**src/rtl/rewb_pkg.sv**
```systemverilog
// Shared types, constants and helper functions of the routing entry edit write buffer.
`timescale 1ns / 1ps
`default_nettype none
package rewb_pkg;

	localparam int CONTROLLERS    = 128;
	localparam int CHANNELS       = 16;
	localparam int BUFFER_ENTRIES = 8;

	localparam int DATA_W     = 11;
	localparam int FUNC_W     = 3;
	localparam int SRC_CH_W   = 4;
	localparam int SRC_CC_W   = 7;
	localparam int CALC_W     = DATA_W + 2;
	localparam int TABLE_SIZE = CHANNELS * CONTROLLERS;
	localparam int IDX_W      = (BUFFER_ENTRIES > 1) ? $clog2(BUFFER_ENTRIES) : 1;
	localparam int FILL_W     = $clog2(BUFFER_ENTRIES + 1);

	// Reciprocal for exact division of a DATA_W-bit value by CONTROLLERS.
	localparam int CTRL_W  = (CONTROLLERS > 1) ? $clog2(CONTROLLERS) : 1;
	localparam int DIV_K   = DATA_W + CTRL_W;
	localparam int RECIP_W = DATA_W + 2;
	localparam int PROD_W  = DIV_K + DATA_W;
	localparam logic [RECIP_W-1:0] RECIP =
		RECIP_W'(((1 << DIV_K) + CONTROLLERS - 1) / CONTROLLERS);

	localparam logic [FUNC_W-1:0] FUNC_CH_UP   = 3'd0;
	localparam logic [FUNC_W-1:0] FUNC_CH_DOWN = 3'd1;
	localparam logic [FUNC_W-1:0] FUNC_CC_UP   = 3'd2;
	localparam logic [FUNC_W-1:0] FUNC_CC_DOWN = 3'd3;
	localparam logic [FUNC_W-1:0] FUNC_READ    = 3'd4;
	localparam logic [FUNC_W-1:0] FUNC_FLUSH   = 3'd5;

	localparam logic KIND_ANSWER    = 1'b0;
	localparam logic KIND_WRITEBACK = 1'b1;

	typedef struct packed {
		logic [FUNC_W-1:0]   func;
		logic [SRC_CH_W-1:0] source_channel;
		logic [SRC_CC_W-1:0] source_controller;
		logic [DATA_W-1:0]   read_address;
		logic [DATA_W-1:0]   mem_data;
	} in_item_t;

	typedef struct packed {
		logic              kind;
		logic [DATA_W-1:0] answer;
		logic [DATA_W-1:0] wb_address;
		logic [DATA_W-1:0] wb_value;
		logic              last;
	} out_item_t;

	typedef enum logic [2:0] {
		ST_IDLE,
		ST_LOOK,
		ST_DIV1,
		ST_CALC,
		ST_DIV2,
		ST_DRAIN,
		ST_COMMIT,
		ST_ANS
	} state_t;

	typedef struct packed {
		logic load_in;
		logic look;
		logic div1;
		logic calc;
		logic div2;
		logic emit_wb;
		logic drain_clear;
		logic commit;
		logic emit_ans;
	} dp_cmd_t;

	typedef struct packed {
		logic is_edit;
		logic is_flush;
		logic hit;
		logic full;
		logic drain_more;
		logic out_free;
	} dp_stat_t;

	function automatic logic [DATA_W-1:0] div_ctrl(input logic [DATA_W-1:0] x);
		logic [PROD_W-1:0] p;
		p = PROD_W'(x) * PROD_W'(RECIP);
		return p[DIV_K +: DATA_W];
	endfunction

	function automatic logic [SRC_CH_W-1:0] chan_mod(input logic [SRC_CH_W-1:0] x);
		logic [SRC_CH_W-1:0] r;
		r = '0;
		for (int i = 0; i < (1 << SRC_CH_W); i++) begin
			if (x == SRC_CH_W'(i)) begin
				r = SRC_CH_W'(i % CHANNELS);
			end
		end
		return r;
	endfunction

	function automatic logic [SRC_CC_W-1:0] ctrl_mod(input logic [SRC_CC_W-1:0] x);
		logic [SRC_CC_W-1:0] r;
		r = '0;
		for (int i = 0; i < (1 << SRC_CC_W); i++) begin
			if (x == SRC_CC_W'(i)) begin
				r = SRC_CC_W'(i % CONTROLLERS);
			end
		end
		return r;
	endfunction

endpackage
`default_nettype wire

```
**src/rtl/rewb_datapath.sv**
```systemverilog
// Datapath: item register, entry buffer with tag match, step arithmetic and result register.
`timescale 1ns / 1ps
`default_nettype none
module rewb_datapath (
	input  wire logic                clk,
	input  wire logic                arst_n,
	input  wire rewb_pkg::in_item_t  item,
	input  wire rewb_pkg::dp_cmd_t   cmd,
	output rewb_pkg::dp_stat_t       stat,
	input  wire logic                result_ready,
	output logic                     result_valid,
	output rewb_pkg::out_item_t      result
);
	import rewb_pkg::*;

	in_item_t in_q;

	logic [DATA_W-1:0] tag_q [BUFFER_ENTRIES];
	logic [DATA_W-1:0] val_q [BUFFER_ENTRIES];
	logic [BUFFER_ENTRIES-1:0] valid_q;
	logic [FILL_W-1:0] fill_q;
	logic [FILL_W-1:0] drain_q;

	logic              hit_q;
	logic [IDX_W-1:0]  hit_idx_q;
	logic [DATA_W-1:0] addr_q;
	logic [DATA_W-1:0] old_q;
	logic [DATA_W-1:0] off_q;
	logic [DATA_W-1:0] nv_q;
	logic [DATA_W-1:0] nq_q;

	logic      result_valid_q;
	out_item_t result_q;

	logic              is_edit;
	logic              is_read;
	logic              is_ch_step;
	logic [CALC_W-1:0] edit_addr;
	logic [DATA_W-1:0] look_addr;
	logic              hit;
	logic [IDX_W-1:0]  hit_idx;
	logic [DATA_W-1:0] hit_val;
	logic [CALC_W-1:0] old_w;
	logic [CALC_W-1:0] base_w;
	logic [CALC_W-1:0] nv_w;
	logic [CALC_W-1:0] ctrl_rem;
	logic [DATA_W-1:0] answer;
	logic [IDX_W-1:0]  fill_idx;
	logic [IDX_W-1:0]  drain_idx;
	logic              out_free;

	assign is_edit    = (in_q.func == FUNC_CH_UP) || (in_q.func == FUNC_CH_DOWN) ||
	                    (in_q.func == FUNC_CC_UP) || (in_q.func == FUNC_CC_DOWN);
	assign is_read    = (in_q.func == FUNC_READ);
	assign is_ch_step = (in_q.func == FUNC_CH_UP) || (in_q.func == FUNC_CH_DOWN);

	assign edit_addr = CALC_W'(chan_mod(in_q.source_channel)) * CALC_W'(CONTROLLERS) +
	                   CALC_W'(ctrl_mod(in_q.source_controller));
	assign look_addr = is_edit ? edit_addr[DATA_W-1:0] : in_q.read_address;

	// First matching valid entry, lowest index first; the value is taken from that entry.
	always_comb begin
		hit     = 1'b0;
		hit_idx = '0;
		hit_val = '0;
		for (int i = 0; i < BUFFER_ENTRIES; i++) begin
			if (!hit && valid_q[i] && (tag_q[i] == look_addr)) begin
				hit     = 1'b1;
				hit_idx = IDX_W'(i);
				hit_val = val_q[i];
			end
		end
	end

	assign old_w  = CALC_W'(old_q);
	assign base_w = CALC_W'(off_q) * CALC_W'(CONTROLLERS);

	always_comb begin
		case (in_q.func)
			FUNC_CH_UP: begin
				if (old_w + CALC_W'(CONTROLLERS) >= CALC_W'(TABLE_SIZE))
					nv_w = old_w - base_w;
				else
					nv_w = old_w + CALC_W'(CONTROLLERS);
			end
			FUNC_CH_DOWN: begin
				if (old_w < CALC_W'(CONTROLLERS))
					nv_w = CALC_W'(TABLE_SIZE - CONTROLLERS) + old_w;
				else
					nv_w = old_w - CALC_W'(CONTROLLERS);
			end
			FUNC_CC_UP: begin
				if (old_w + CALC_W'(1) >= base_w + CALC_W'(CONTROLLERS))
					nv_w = base_w;
				else
					nv_w = old_w + CALC_W'(1);
			end
			FUNC_CC_DOWN: begin
				if (old_w == base_w)
					nv_w = base_w + CALC_W'(CONTROLLERS - 1);
				else
					nv_w = old_w - CALC_W'(1);
			end
			default: nv_w = old_w;
		endcase
	end

	assign ctrl_rem = CALC_W'(nv_q) - CALC_W'(nq_q) * CALC_W'(CONTROLLERS);

	always_comb begin
		if (is_ch_step)
			answer = nq_q + DATA_W'(1);
		else if (is_edit)
			answer = ctrl_rem[DATA_W-1:0];
		else if (is_read)
			answer = old_q;
		else
			answer = '0;
	end

	assign fill_idx  = fill_q[IDX_W-1:0];
	assign drain_idx = drain_q[IDX_W-1:0];
	assign out_free  = !result_valid_q || result_ready;

	always_ff @(posedge clk) begin
		if (cmd.load_in)
			in_q <= item;
		if (cmd.look) begin
			hit_q     <= hit;
			hit_idx_q <= hit_idx;
			addr_q    <= look_addr;
			old_q     <= hit ? hit_val : in_q.mem_data;
		end
		if (cmd.div1)
			off_q <= div_ctrl(old_q);
		if (cmd.calc)
			nv_q <= nv_w[DATA_W-1:0];
		if (cmd.div2)
			nq_q <= div_ctrl(nv_q);
		if (cmd.commit) begin
			if (hit_q) begin
				val_q[hit_idx_q] <= nv_q;
			end else begin
				tag_q[fill_idx] <= addr_q;
				val_q[fill_idx] <= nv_q;
			end
		end
	end

	always_ff @(posedge clk or negedge arst_n) begin
		if (!arst_n) begin
			valid_q <= '0;
			fill_q  <= '0;
			drain_q <= '0;
		end else begin
			if (cmd.load_in)
				drain_q <= '0;
			else if (cmd.emit_wb)
				drain_q <= drain_q + FILL_W'(1);
			if (cmd.drain_clear) begin
				valid_q <= '0;
				fill_q  <= '0;
			end else if (cmd.commit && !hit_q) begin
				valid_q[fill_idx] <= 1'b1;
				fill_q            <= fill_q + FILL_W'(1);
			end
		end
	end

	always_ff @(posedge clk or negedge arst_n) begin
		if (!arst_n) begin
			result_valid_q <= 1'b0;
		end else if (cmd.emit_wb || cmd.emit_ans) begin
			result_valid_q <= 1'b1;
		end else if (result_ready) begin
			result_valid_q <= 1'b0;
		end
	end

	always_ff @(posedge clk) begin
		if (cmd.emit_wb) begin
			result_q.kind       <= KIND_WRITEBACK;
			result_q.answer     <= '0;
			result_q.wb_address <= tag_q[drain_idx];
			result_q.wb_value   <= val_q[drain_idx];
			result_q.last       <= 1'b0;
		end else if (cmd.emit_ans) begin
			result_q.kind       <= KIND_ANSWER;
			result_q.answer     <= answer;
			result_q.wb_address <= '0;
			result_q.wb_value   <= '0;
			result_q.last       <= 1'b1;
		end
	end

	assign result_valid = result_valid_q;
	assign result       = result_q;

	assign stat.is_edit    = is_edit;
	assign stat.is_flush   = (in_q.func == FUNC_FLUSH);
	assign stat.hit        = hit_q;
	assign stat.full       = (fill_q >= FILL_W'(BUFFER_ENTRIES));
	assign stat.drain_more = (drain_q < fill_q);
	assign stat.out_free   = out_free;

endmodule
`default_nettype wire

```
**src/rtl/rewb_ctrl.sv**
```systemverilog
// Controller: sequences lookup, step arithmetic, write-back drain, commit and answer.
`timescale 1ns / 1ps
`default_nettype none
module rewb_ctrl (
	input  wire logic               clk,
	input  wire logic               arst_n,
	input  wire logic               item_valid,
	output logic                    item_ready,
	input  wire rewb_pkg::dp_stat_t stat,
	output rewb_pkg::dp_cmd_t       cmd
);
	import rewb_pkg::*;

	state_t state_q;
	state_t state_d;

	always_ff @(posedge clk or negedge arst_n) begin
		if (!arst_n)
			state_q <= ST_IDLE;
		else
			state_q <= state_d;
	end

	always_comb begin
		state_d    = state_q;
		cmd        = '0;
		item_ready = 1'b0;
		case (state_q)
			ST_IDLE: begin
				item_ready = 1'b1;
				if (item_valid) begin
					cmd.load_in = 1'b1;
					state_d     = ST_LOOK;
				end
			end
			ST_LOOK: begin
				cmd.look = 1'b1;
				if (stat.is_edit)
					state_d = ST_DIV1;
				else if (stat.is_flush)
					state_d = ST_DRAIN;
				else
					state_d = ST_ANS;
			end
			ST_DIV1: begin
				cmd.div1 = 1'b1;
				state_d  = ST_CALC;
			end
			ST_CALC: begin
				cmd.calc = 1'b1;
				state_d  = ST_DIV2;
			end
			ST_DIV2: begin
				cmd.div2 = 1'b1;
				if (!stat.hit && stat.full)
					state_d = ST_DRAIN;
				else
					state_d = ST_COMMIT;
			end
			ST_DRAIN: begin
				// Stream one entry per free output slot, then clear the buffer.
				if (stat.drain_more) begin
					cmd.emit_wb = stat.out_free;
				end else begin
					cmd.drain_clear = 1'b1;
					state_d         = stat.is_edit ? ST_COMMIT : ST_ANS;
				end
			end
			ST_COMMIT: begin
				cmd.commit = 1'b1;
				state_d    = ST_ANS;
			end
			ST_ANS: begin
				if (stat.out_free) begin
					cmd.emit_ans = 1'b1;
					state_d      = ST_IDLE;
				end
			end
			default: state_d = ST_IDLE;
		endcase
	end

endmodule
`default_nettype wire

```
**src/rtl/routing_entry_edit_write_buffer.sv**
```systemverilog
// Top level of the routing entry edit write buffer: controller plus datapath.
// An item is taken only when the block is idle. A read or an undefined function
// is answered straight after the lookup, and a flush after the lookup and the
// write-back of every buffered entry. An edit steps through the lookup, a
// reciprocal-multiply division by the controller count, the step arithmetic, a
// second such division and the commit, and drains the buffer before the commit
// when it misses a full buffer; write-backs leave one per cycle from the
// single-entry result register while the output is not stalled.
`timescale 1ns / 1ps
`default_nettype none
module routing_entry_edit_write_buffer (
	input  wire logic                clk,
	input  wire logic                arst_n,
	input  wire logic                item_valid,
	output logic                     item_ready,
	input  wire rewb_pkg::in_item_t  item,
	output logic                     result_valid,
	input  wire logic                result_ready,
	output rewb_pkg::out_item_t      result
);
	import rewb_pkg::*;

	dp_cmd_t  cmd;
	dp_stat_t stat;

	rewb_ctrl u_ctrl (
		.clk        (clk),
		.arst_n     (arst_n),
		.item_valid (item_valid),
		.item_ready (item_ready),
		.stat       (stat),
		.cmd        (cmd)
	);

	rewb_datapath u_datapath (
		.clk          (clk),
		.arst_n       (arst_n),
		.item         (item),
		.cmd          (cmd),
		.stat         (stat),
		.result_ready (result_ready),
		.result_valid (result_valid),
		.result       (result)
	);

endmodule
`default_nettype wire

```
**config.mk**
```make
export PLATFORM = sky130hd
export DESIGN_NAME = routing_entry_edit_write_buffer
export DESIGN_NICKNAME = d
export VERILOG_FILES = /design/src/rtl/rewb_pkg.sv /design/src/rtl/rewb_datapath.sv /design/src/rtl/rewb_ctrl.sv /design/src/rtl/routing_entry_edit_write_buffer.sv
export SDC_FILE = /design/constraint.sdc
export NUM_CORES = 1
export LEC_CHECK = 0
export BUFFER_PORTS_ARGS = -buffer_cell sky130_fd_sc_hd__buf_2
export CORE_MARGIN = 2
export CORE_UTILIZATION = 45
export CTS_BUF_LIST = sky130_fd_sc_hd__clkbuf_8
export CTS_CLUSTER_SIZE = 25
export DETAILED_ROUTE_END_ITERATION = 10
export MAX_ROUTING_LAYER = met4
export SKIP_LAST_GASP = 1
export SLEW_MARGIN = 20
export SYNTH_ARGS = -nofsm -noshare
export SYNTH_HDL_FRONTEND = slang
export SYNTH_SLANG_ARGS = --single-unit
```
**constraint.sdc**
```tcl
create_clock -name clk -period 4.2 [get_ports clk]
set_clock_uncertainty 0.1 [all_clocks]
set_input_delay 0.84 -clock clk [delete_from_list [all_inputs] [get_ports clk]]
set_output_delay 0.84 -clock clk [all_outputs]
set_load 0.02 [all_outputs]
```
# Yosys cells after proc, flatten, opt, wreduce, memory -nomap -nowiden
# Memory sizes are Yosys's and may differ from the RTL's.
# Index checks and enable logic that the tools add are counted.
word_totals:
  in_bits: 40
  mem_bits_rw: 176
  out_inout_bits: 37
  word_cells: 471
  reg_bits: 136
  memories: 2
op_classes:
  bitwise_logic: 1
  order_cmp: 7
  mux: 216
  reduce_logical: 42
  eq_ne: 166
  add_sub_neg: 13
mem_list:
  columns: ["memory", "words", "width", "rd", "rd_ports_with_merged_regs", "write_ports", "line", "source"]
  rows:
  - ["u_datapath.tag_q", 8, 11, 9, 0, 1, "rewb_datapath.sv:18", "logic [DATA_W-1:0] tag_q [BUFFER_ENTRIES];"]
  - ["u_datapath.val_q", 8, 11, 9, 0, 1, "rewb_datapath.sv:19", "logic [DATA_W-1:0] val_q [BUFFER_ENTRIES];"]
op_table:
  columns: ["cell", "count"]
  rows:
  - ["equality test 7 bit (second input constant)", 64]
  - ["2-to-1 mux 7 bit", 64]
  - ["equality test 7 x 6 -> 1 bit (second input constant)", 32]
  - ["2-to-1 mux 11 bit", 18]
  - ["2-to-1 mux 6 bit", 32]
  - ["equality test 7 x 5 -> 1 bit (second input constant)", 16]
  - ["2-to-1 mux 4 bit", 26]
  - ["equality test 11 bit", 9]
  - ["2-to-1 mux 5 bit", 16]
  - ["equality test 7 x 4 -> 1 bit (second input constant)", 8]
  - ["2-to-1 mux 23 bit", 2]
  - ["case mux 11 bit (4 select lines)", 1]
  - ["2-to-1 mux 1 bit", 35]
  - ["equality test 4 bit (second input constant)", 8]
  - ["equality test 7 x 3 -> 1 bit (second input constant)", 4]
  - ["2-to-1 mux 3 bit", 9]
  - ["adder 11 x 8 -> 12 bit (second input constant)", 2]
  - ["case mux 3 bit (8 select lines)", 1]
  - ["subtractor 11 bit", 2]
  - ["equality test 3 bit (second input constant)", 6]
  - ["logical AND 1 bit", 18]
  - ["2-to-1 mux 2 bit", 9]
  - ["equality test 4 x 3 -> 1 bit (second input constant)", 4]
  - ["2-to-1 mux 8 bit", 2]
  - ["33 further kinds", 57]

# Depth between registers and ports, before layout
# Gate-level depths: netlist of run 1.
depth:
  ltp_word: 162
  mapped_depth: 15
  depth_no_buf: 14

# Modules after synthesis
# A second synthesis of run 1 with hierarchy kept.
hier_totals:
  hier_cells: 1207
  area_unflattened_um2: 15793.9
by_module_without_submodules:
  columns: ["module", "n_inst", "area_each_um2", "cells_each"]
  rows:
  - ["rewb_datapath", 1, 15514.9, 1170]
  - ["rewb_ctrl", 1, 279.0, 37]

# Worst setup path after synthesis of run 1
# No wires, ideal clock.
synth_path:
  path_kind: "flip-flop to flip-flop"
  startpoint: "register u_datapath.old_q[4]"
  endpoint: "register u_datapath.nv_q[7] (data pin)"
  stages_incl_launch_ff: 14
  setup_ns: 0.269
  period_less_slack_ns: 3.084
  setup_slack_ns: 1.116
  arrival_time_ns: 2.715
  path_cell_list: "edfxtp_1 -> clkbuf_1 -> and4_1 -> and3_1 -> nand2_1 -> xnor2_1 -> ha_1 -> and4_1 -> a41oi_1 -> o21bai_1 -> a21oi_1 -> o22a_1 -> a21oi_1 -> o21ai_0"
synth_via:
  elab_chain_cells: 4
  word_cells_on_any_way: 15
synth_lines:
  columns: ["element", "line", "source"]
  rows:
  - ["start, declared", "rewb_datapath.sv:27", "logic [DATA_W-1:0] old_q;"]
  - ["start signal, assigned", "rewb_datapath.sv:132", "old_q <= hit ? hit_val : in_q.mem_data;"]
  - ["adder 11 x 1 -> 12 bit or adder 11 x 8 -> 12 bit (tied branches)", "rewb_datapath.sv:93, rewb_datapath.sv:81", null]
  - [">= comparator 12 bit, on equally long branches", "rewb_datapath.sv:93, rewb_datapath.sv:81", null]
  - ["2-to-1 mux 11 bit, on equally long branches", "rewb_datapath.sv:93, rewb_datapath.sv:81", null]
  - ["case mux 11 bit (4 select lines) *", "rewb_datapath.sv:79", "case (in_q.func)"]
  - ["named net u_datapath.nv_w[7]", "rewb_datapath.sv:45", "logic [CALC_W-1:0] nv_w;"]
  - ["end signal, assigned", "rewb_datapath.sv:137", "nv_q <= nv_w[DATA_W-1:0];"]
  - ["end, declared", "rewb_datapath.sv:29", "logic [DATA_W-1:0] nv_q;"]
# The timed path passes the listed nets; every way through them passes the cells marked *.
# A chain may end at the register's enable or synchronous reset.

# Worst setup path after layout of run 1
layout_path:
  startpoint: "register u_datapath.in_q[35] (netlist bit)"
  endpoint: "register u_datapath.hit_idx_q[0] (data pin)"
layout_via:
  elab_chain_cells: 35
  word_cells_on_any_way: 51
layout_lines:
  columns: ["element", "line", "source"]
  rows:
  - ["start, declared", "rewb_datapath.sv:16", "in_item_t in_q;"]
  - ["start signal, assigned", "rewb_datapath.sv:127", "in_q <= item;"]
  - ["equality test 3 x 1 -> 1 bit or zero test 3 bit (tied branches)", "rewb_datapath.sv:52", "assign is_edit = (in_q.func == FUNC_CH_UP) || (in_q.func == FUNC_CH_DOWN) ||"]
  - ["logical OR 1 bit (2 in series)", "rewb_datapath.sv:52", null]
  - ["logical OR 1 bit *", "rewb_datapath.sv:53", "(in_q.func == FUNC_CC_UP) || (in_q.func == FUNC_CC_DOWN);"]
  - ["2-to-1 mux 11 bit *", "rewb_datapath.sv:59", "assign look_addr = is_edit ? edit_addr[DATA_W-1:0] : in_q.read_address;"]
  - ["equality test 11 bit", "rewb_datapath.sv:67", "if (!hit && valid_q[i] && (tag_q[i] == look_addr)) begin"]
  - ["logical AND 1 bit", "rewb_datapath.sv:67", null]
  - ["2-to-1 mux 1 bit", "rewb_datapath.sv:67", null]
  - ["zero test 1 bit", "rewb_datapath.sv:67", null]
  - ["[... 15 more ...]", null, null]
  - ["zero test 1 bit", "rewb_datapath.sv:67", null]
  - ["logical AND 1 bit (2 in series)", "rewb_datapath.sv:67", null]
  - ["2-to-1 mux 1 bit", "rewb_datapath.sv:67", null]
  - ["zero test 1 bit", "rewb_datapath.sv:67", null]
  - ["logical AND 1 bit (2 in series)", "rewb_datapath.sv:67", null]
  - ["2-to-1 mux 1 bit", "rewb_datapath.sv:67", null]
  - ["zero test 1 bit", "rewb_datapath.sv:67", null]
  - ["logical AND 1 bit (2 in series)", "rewb_datapath.sv:67", null]
  - ["end signal, assigned", "rewb_datapath.sv:130", "hit_idx_q <= hit_idx;"]
  - ["end, declared", "rewb_datapath.sv:25", "logic [IDX_W-1:0] hit_idx_q;"]
# Mark *: on every way between the ends. The rest lies on a longest branch, timed or not.

==> results of run 1 <==
==> worst paths after layout <==
| kind | end | slack [ns] | depth (start not counted) |
|---|---|---|---|
| worst min-delay path | u_datapath.valid_q[4] | 0.13 | 1 |
| worst max register to register | u_datapath.hit_idx_q[0] | 0.31 | 10 |
| min in group clk | u_datapath.in_q[5] | 0.31 | 1 |
| worst max-delay path | u_datapath.hit_idx_q[0] | 0.31 | 10 |
| worst min register to register | u_datapath.result[34] | 0.35 | 2 |
| max in group asynchronous | u_datapath.drain_q[0] | 3.46 | 1 |
==> worst max-delay path: stages, from the launching register on <==
cell      delay [ns]
edfxtp_1        0.32
buf_4           0.34
mux2i_4         0.54
xor2_1          0.26
nand4_1         0.15
or3_1           0.50
o221ai_1        0.32
nand2_1         0.12
nand2_1         0.42
nor3b_1         0.16
or3_1           0.41
==> logic make-up after synthesis <==
| group | after synthesis | synth area share |
|---|---|---|
| and+or+nand+nor | 308 | 0.0991 |
| AOI/OAI and AO/OA | 192 | 0.0879 |
| xor gates and xnor gates | 112 | 0.0639 |
| buffers and inverters | 110 | 0.0318 |
| adders and majority gates | 27 | 0.0230 |
| DFF | 312 | 0.596 |
| muxes | 84 | 0.0986 |
==> through the flow <==
| step | setup slack [ns] | hold WS, ns |
|---|---|---|
| 2_1_floorplan | 1.12 | 0.355 |
| 6_report | 0.310 | 0.127 |
| 4_1_cts | 0.350 | 0.107 |
| 3_5_place_dp | 0.385 | 0.341 |
| 3_3_place_gp | 0.429 | 0.337 |
| 5_1_grt | 0.0769 | 0.128 |
==> cells in the final DEF (no fill, tap or decap), types with 36 or more instances in the layout <==
master    Yosys  routed
a21oi_1      40      39
buf_2         5      76
buf_4         8      40
clkbuf_8      0      63
edfxtp_1    279     279
inv_1        47      57
mux4_2       44      44
nand2_1      63      63
nand3_1      41      41
nor2_1       95      94
o21ai_0      39      39
xnor2_1      76      76
xor2_1       36      36
==> power groups by stage <==
stage,Sequential [uW],Combinational [uW],Clock (uW)
2_1_floorplan,4450,1820,0
3_3_place_gp,4450,2740,0
3_5_place_dp,4460,2760,0
4_1_cts,4400,2770,2940
5_1_grt,4460,3010,3090
6_report,4400,2760,2880
==> state kept, by name, indices dropped and copies added (netlist names) <==
signal and cells:
u_datapath.nv_q 11, u_datapath.addr_q 11, u_datapath.fill_q 4, u_datapath.hit_idx_q 3
u_datapath.old_q 11, u_datapath.drain_q 4, u_datapath.in_q 36, u_datapath.val_q 88
u_datapath.tag_q 88, u_datapath.off_q 4, u_datapath.result 35, u_datapath.valid_q 8
u_datapath.hit_q 1, u_ctrl.state_q 3, u_datapath.result_valid 1, u_datapath.nq_q 4
==> area by class of cell <==
class / instances / share of cell area
Clock inverter: 37 / 0.0152
Inverter: 48 / 0.0103
Timing Repair Buffer: 116 / 0.0390
Clock buffer: 63 / 0.0497
Tap cell: 448 / 0.0321
Sequential cell: 312 / 0.524
Multi-Input combinational cell: 723 / 0.330
==> routing by layer <==
metal,vias up,wire [um],track usage
li1,4576,-,-
met1,4970,17700,0.337
met2,498,17000,0.326
met3,65,4350,0.0671
met4,0,701,0.0553
met5,-,0,-
==> impl_results.md, run 1 <==
* Synth Instances at approximately 1,100
* Avg Vias per Cell at 5.79
* Pre-Repair DR Iteration Count at 5
* DRT antenna net count at 0
* Count leader, synth: edfxtp_1
* Register area at 0.00914 mm^2
* # DRC at 0
* Share of layout cells above drive strength 1 at 0.219
* Share of synthesized registers carrying an async set or reset at 0.0641
* Internal power at approximately 6700 uW
* Max Freq at roughly 260 MHz
* Die width at approximately 190 um
* Synth Flop Type: edfxtp_1
* Synthesized flop and latch total at roughly 310
* CP arrival at 4.14 ns
* Syn_area_per_cell at 13.4 um^2
* Post-CTS setup buffers at 0
* Fillers at 2,895
* Nets at approximately 1,300
* Setup_tns at 0 ns
* Cell variety after synth at 68
* Routed wire per std cell at 22.7 um
* Area leader, netlist: edfxtp_1
* Yosys warns at 0
* Iter 0 DRT Violations at 1,144
* IO Pins at 77
* Footprint of the multi-input gates at 0.00575 mm^2
* LEAKAGE at 0.00613 uW
* Cell Rows at between 60 and 70
* Critical Path RT at between 4 and 5 ns
* Synth top area share at 0.546
* Synth area leaders: edfxtp_1, mux4_2, xnor2_1, dfrtp_1, nor2_1
* Largest net degree at the start of global routing at 48
* Initial core utilization at 0.458
* Die height at 189 um
* Share of the yosys chip area belonging to registers at 0.596
* RSZ-0062 raised after global routing: false
* HPWL Detailed at about 27 mm
* Reg clk slew, reported paths at roughly 0.07 ns
* CP Max Fanout at 13
* CTS Buf Count at 53
* Post-synth EDFFs at 279
* Tmin final at just under 4 ns
* CTS sink cnt at ~310
* Tot Pwr at 10,000 uW
* Worst setup EP type: register
* Via count at approximately 10,000
* Max clock buf depth at 3
* Fin crit share at 0.926
* Max IR drop VDD at approximately 0.50 mV
* Slew Limit Headroom at 0.252
* GPL Wtd Cong at a little under 0.9
* Leading cell types by count after synthesis: edfxtp_1, nor2_1, xnor2_1
* Clock Power Share at 0.287
* Ant diodes at 0
* Inst Count DP at about 1,600
* Crit path from: u_datapath.in_q[35]
* Initial antenna violation count at 0
* Worst Hold Class: in -> async
* Critical path launch point type: register
* Sequential cell fraction of total power at 0.438
* Status: finished, final reports clean
* Core Region at between 0.03 and 0.04 mm^2
* Slew @ Worst Pin at between 1 and 1.5 ns
* Fin. Hold Viols at 0
* Net Count, Synth at about 1,200
* Total GRT Usage at 0.233
* Comb pwr share at 0.274
* WS Path Type: reg -> reg
* Final instance area at approximately 0.017 mm^2
* H-tree Lvls at 2
* Non-filler cells, final at 1,747
* Hold buffers post-CTS at 0
* Grt ovf at 0
* P per Cell Area at approximately 580 mW/mm^2
* First-pass GRT wire length at 60.4 mm
* Die area at approximately 0.036 mm^2
* # setup viols final at 0
* RR Startpoint: u_datapath.in_q[35]
* # port buffers at 76
* Max Transition Viols Final at 0
* Post-layout util at 0.520
* Number of global-route vias before repair at about 9,900
* Clk_lat worst skew at 0.61 ns
* Layout Area Growth over Synthesis at 13.7%
* Max Cap Viol at 0
* CTS tree: done
* Switching share of power at 0.334
* Drt total wl at 39.7 mm
* Post-cts sizing count at 0
* Cell Area, Placed at about 0.016 mm^2
* Syn Std Cell Area at ~0.015 mm^2
* Clock root cell: clkbuf_8
* Sw Pwr at 3350 uW
No activity file was read; power rests on OpenSTA's default activity.
==> run 2: changes to the inputs <==
Settings changed: ABC_AREA from default to 1.
==> run 2 against run 1 <==
Non-clock buffer count grew 5. Critical endpoint unchanged. First-iteration DRC count grew 16%. Combinational power grew 20%. Flip-flop and latch count is the same. Worst hold slack lost 0.00093 ns. Synthesized area grew 7.7%.
==> impl_results.md, run 2 <==
* Clock root cell: clkbuf_8 (unchanged)
* Commonest non-fill, non-tap cell in the layout: nand2_1 (was edfxtp_1)
* Reg clk slew, reported paths at 0.06 ns (was 0.07 ns)
* Synth area leaders: edfxtp_1, nand2_1, inv_1, nor2_1, o21ai_0 (was edfxtp_1, mux4_2, xnor2_1, dfrtp_1, nor2_1)
* P per Cell Area at 580 mW/mm^2 (was 576 mW/mm^2)
* Max Freq at 276 MHz (was 257 MHz)
* Max clock buf depth at 3 (unchanged)
* Peak per-stage delay on the critical path at 0.49 ns (was 0.54 ns)
* Max IR drop VDD at 0.306 mV (was 0.499 mV)
* H-tree Lvls at 2 (unchanged)
* Synth Flop Type: edfxtp_1 (unchanged)
* Nets at 1,993 (was 1,321)
* Sw Pwr at 4130 uW (was 3350 uW)
* Iter 0 DRT Violations at 1,322 (was 1,144)
* # setup viols final at 0 (unchanged)
* # DRC at 0 (unchanged)
* Share of the yosys chip area belonging to registers at 0.553 (was 0.596)
* Pre-Repair DR Iteration Count at 5 (unchanged)
* LEAKAGE at 0.00798 uW (was 0.00613 uW)
* Critical Path RT at 4.58 ns (was 4.45 ns)
* Internal power at 6650 uW (was 6690 uW)
* Largest family of logic cells by synthesized area: simple AND/OR/NAND/NOR gates (unchanged)
* Fin. Hold Viols at 0 (unchanged)
* Layout Area Growth over Synthesis at 12.6% (was 13.7%)
* Max Transition Viols Final at 0 (unchanged)
* Initial core utilization at 0.454 (was 0.458)
* Die area at 0.0383 mm^2 (was 0.0356 mm^2)
* Leading cell types by count after synthesis: nand2_1, edfxtp_1, inv_1 (was edfxtp_1, nor2_1, xnor2_1)
* Critical path launch point type: register (unchanged)
* CTS sink cnt at 312 (unchanged)
* Synth Area in Simple Gates at 0.215 (was 0.0991)
* Setup_tns at 0 ns (unchanged)
* Sequential cell fraction of total power at 0.417 (was 0.438)
* Number of global-route vias before repair at 12,741 (was 9,904)
* Fin crit share at 0.862 (was 0.926)
* WS Path Type: reg -> reg (unchanged)
* Fillers at 3,261 (was 2,895)
* Routed wire per std cell at 19.9 um (was 22.7 um)
* RR Startpoint: u_datapath.in_q[35] (unchanged)
* RSZ-0062 raised after global routing: false (unchanged)
* Die width at 196 um (was 189 um)
* IO Pins at 77 (unchanged)
* Post-cts sizing count at 0 (unchanged)
* Area leader, netlist: edfxtp_1 (unchanged)
* Hold buffers post-CTS at 0 (unchanged)
* CP Max Fanout at 13 (unchanged)
* Crit path cell chain: buf_4, or2_4, nand2_2, nand2_1, and3_1, nand4_1, nor3_1, nand4_1, nand2_1, nor2_2, nand2_2, nor3_1, nor2_1, nand2_1 (was buf_4, mux2i_4, xor2_1, nand4_1, or3_1, o221ai_1, nand2_1, nand2_1, nor3b_1, or3_1)
* Hold_ws at 0.126 ns (was 0.127 ns)
* Critical R2R Capture: u_datapath.hit_idx_q[0] (unchanged)
* Clk_lat worst skew at 0.63 ns (was 0.61 ns)
* CP arrival at 3.99 ns (was 4.14 ns)
* Most frequent cells in the layout: nand2_1, edfxtp_1, inv_1 (was edfxtp_1, nor2_1, xnor2_1, buf_2)
* Grt ovf at 0 (unchanged)
* Tot Pwr at 10,800 uW (was 10,000 uW)
* Synth Instances at 1,827 (was 1,145)
* Biggest regs: u_datapath.tag_q (88), u_datapath.val_q (88), u_datapath.in_q (36) (unchanged)
* DRT antenna net count at 0 (unchanged)
* Net Count, Synth at 1,894 (was 1,212)
* Avg Vias per Cell at 5.54 (was 5.79)
* Cell variety after synth at 58 (was 68)
* Worst setup EP type: register (unchanged)
* Post-Synth XOR/XNOR Area at 0.0291 (was 0.0639)
* Worst Reg-to-Reg Cells at 14 (was 10)
* CTS Buf Count at 54 (was 53)
* Share of synthesized registers carrying an async set or reset at 0.0641 (unchanged)
* Post-synth EDFFs at 279 (unchanged)
* Largest net degree at the start of global routing at 71 (was 48)
* HPWL Detailed at 33.6 mm (was 26.9 mm)
* Reg2reg setup slack at 0.58 ns (was 0.31 ns)
* Syn Std Cell Area at 0.0165 mm^2 (was 0.0153 mm^2)
* Count leader, synth: nand2_1 (was edfxtp_1)
* # port buffers at 76 (unchanged)
* Worst Hold Class: in -> async (unchanged)
* Mux share of post-synthesis cell area at 0 (was 0.0986)
* Initial antenna violation count at 0 (unchanged)
* Tmin final at 3.62 ns (was 3.89 ns)
* Clock Power Share at 0.277 (was 0.287)
* Total GRT Usage at 0.262 (was 0.233)
* Drt total wl at 48.6 mm (was 39.7 mm)
* Cell Rows at 70 (was 67)
* Synthesized flop and latch total at 312 (unchanged)
* Status: finished, final reports clean (unchanged)
* Crit path max-delay cell type: edfxtp_1 (was mux2i_4)
* Syn_area_per_cell at 9.04 um^2 (was 13.4 um^2)
* Share of layout cells above drive strength 1 at 0.124 (was 0.219)
* Comb pwr share at 0.306 (was 0.274)
* First-pass GRT wire length at 73.5 mm (was 60.4 mm)
* Die height at 196 um (was 189 um)
* Synth top area share at 0.507 (was 0.546)
* Post-synthesis adder-cell area fraction at 0.0214 (was 0.0230)
* GPL Wtd Cong at 0.924 (was 0.883)
* Slew Limit Headroom at 0.326 (was 0.252)
* Synth Area in Compound Gates at 0.104 (was 0.0879)
* Slew @ Worst Pin at 1.01 ns (was 1.11 ns)
* CTS tree: done (unchanged)
* Yosys warns at 0 (unchanged)
* Via count at 13,502 (was 10,109)
* Core Region at 0.0363 mm^2 (was 0.0335 mm^2)
* Max Cap Viol at 0 (unchanged)
* Crit path top cell by count: nand2_1
* Ant diodes at 0 (unchanged)
* Switching share of power at 0.383 (was 0.334)
* Post-CTS setup buffers at 0 (unchanged)
[run 2: final cells by class]
class | count | area [um^2] | area share
inverters | 238 | 898 | 0.0483
clock buffers | 59 | 812 | 0.0436
clock inverters | 42 | 345 | 0.0186
flip-flops and latches | 312 | 9140 | 0.491
well taps | 468 | 586 | 0.0315
repair buffers | 121 | 718 | 0.0386
multi-input cells | 1199 | 6100 | 0.328
[run 2: power by group through the flow]
stage          combinational (uW)  clock (uW)  sequential, uW
3_5_place_dp                 3250           0            4540
4_1_cts                      3260        3050            4490
2_1_floorplan                2040           0            4500
3_3_place_gp                 3220           0            4530
5_1_grt                      3650        3180            4540
6_report                     3300        2990            4500
[run 2: metrics by stage]
stage          setup WS (ns)  cell area [um^2]  std cells   util
6_report               0.580             18600       2439  0.512
5_1_grt                0.152             18600       2439  0.512
4_1_cts                0.625             18600       2439  0.512
3_5_place_dp           0.651             17400       2338  0.480
3_3_place_gp           0.670             17400       2338  0.480
2_1_floorplan          0.999             16500       1827      -
[run 2: worst max-delay path by stage]
stage	from	endpoint	slack (ns)	depth (start not counted)
4_1_cts	u_datapath.old_q[0]	u_datapath.nv_q[9]	0.63	15
3_3_place_gp	u_datapath.old_q[0]	u_datapath.nv_q[9]	0.67	14
2_1_floorplan	u_datapath.old_q[2]	u_datapath.nv_q[9]	1.0	17
3_5_place_dp	u_datapath.old_q[0]	u_datapath.nv_q[9]	0.65	15
6_report	u_datapath.in_q[35]	u_datapath.hit_idx_q[0]	0.58	14
5_1_grt	u_datapath.old_q[0]	u_datapath.nv_q[7]	0.15	15
[run 2: kinds of logic after synthesis]
group	after synthesis
AO/OA/AOI/OAI	304
XOR/XNOR	54
adder cells (fa/ha/maj)	27
buffers and inverters	316
flip-flops	312
AND/OR/NAND/NOR	814
[run 2: worst max-delay path: cells and delay by family, from the launching register on]
family / cells / cell delay, ns
and+or+nand+nor: 13 / 2.65
buffers and inverters: 1 / 0.23
DFF: 1 / 0.49
[run 2: per-layer routing]
layer / share of wire / up-vias / GRT usage
met5: 0 / - / -
met4: 0.023 / 0 / 0.0826
met3: 0.094 / 92 / 0.0503
met2: 0.43 / 658 / 0.384
met1: 0.45 / 6335 / 0.369
li1: - / 6417 / -
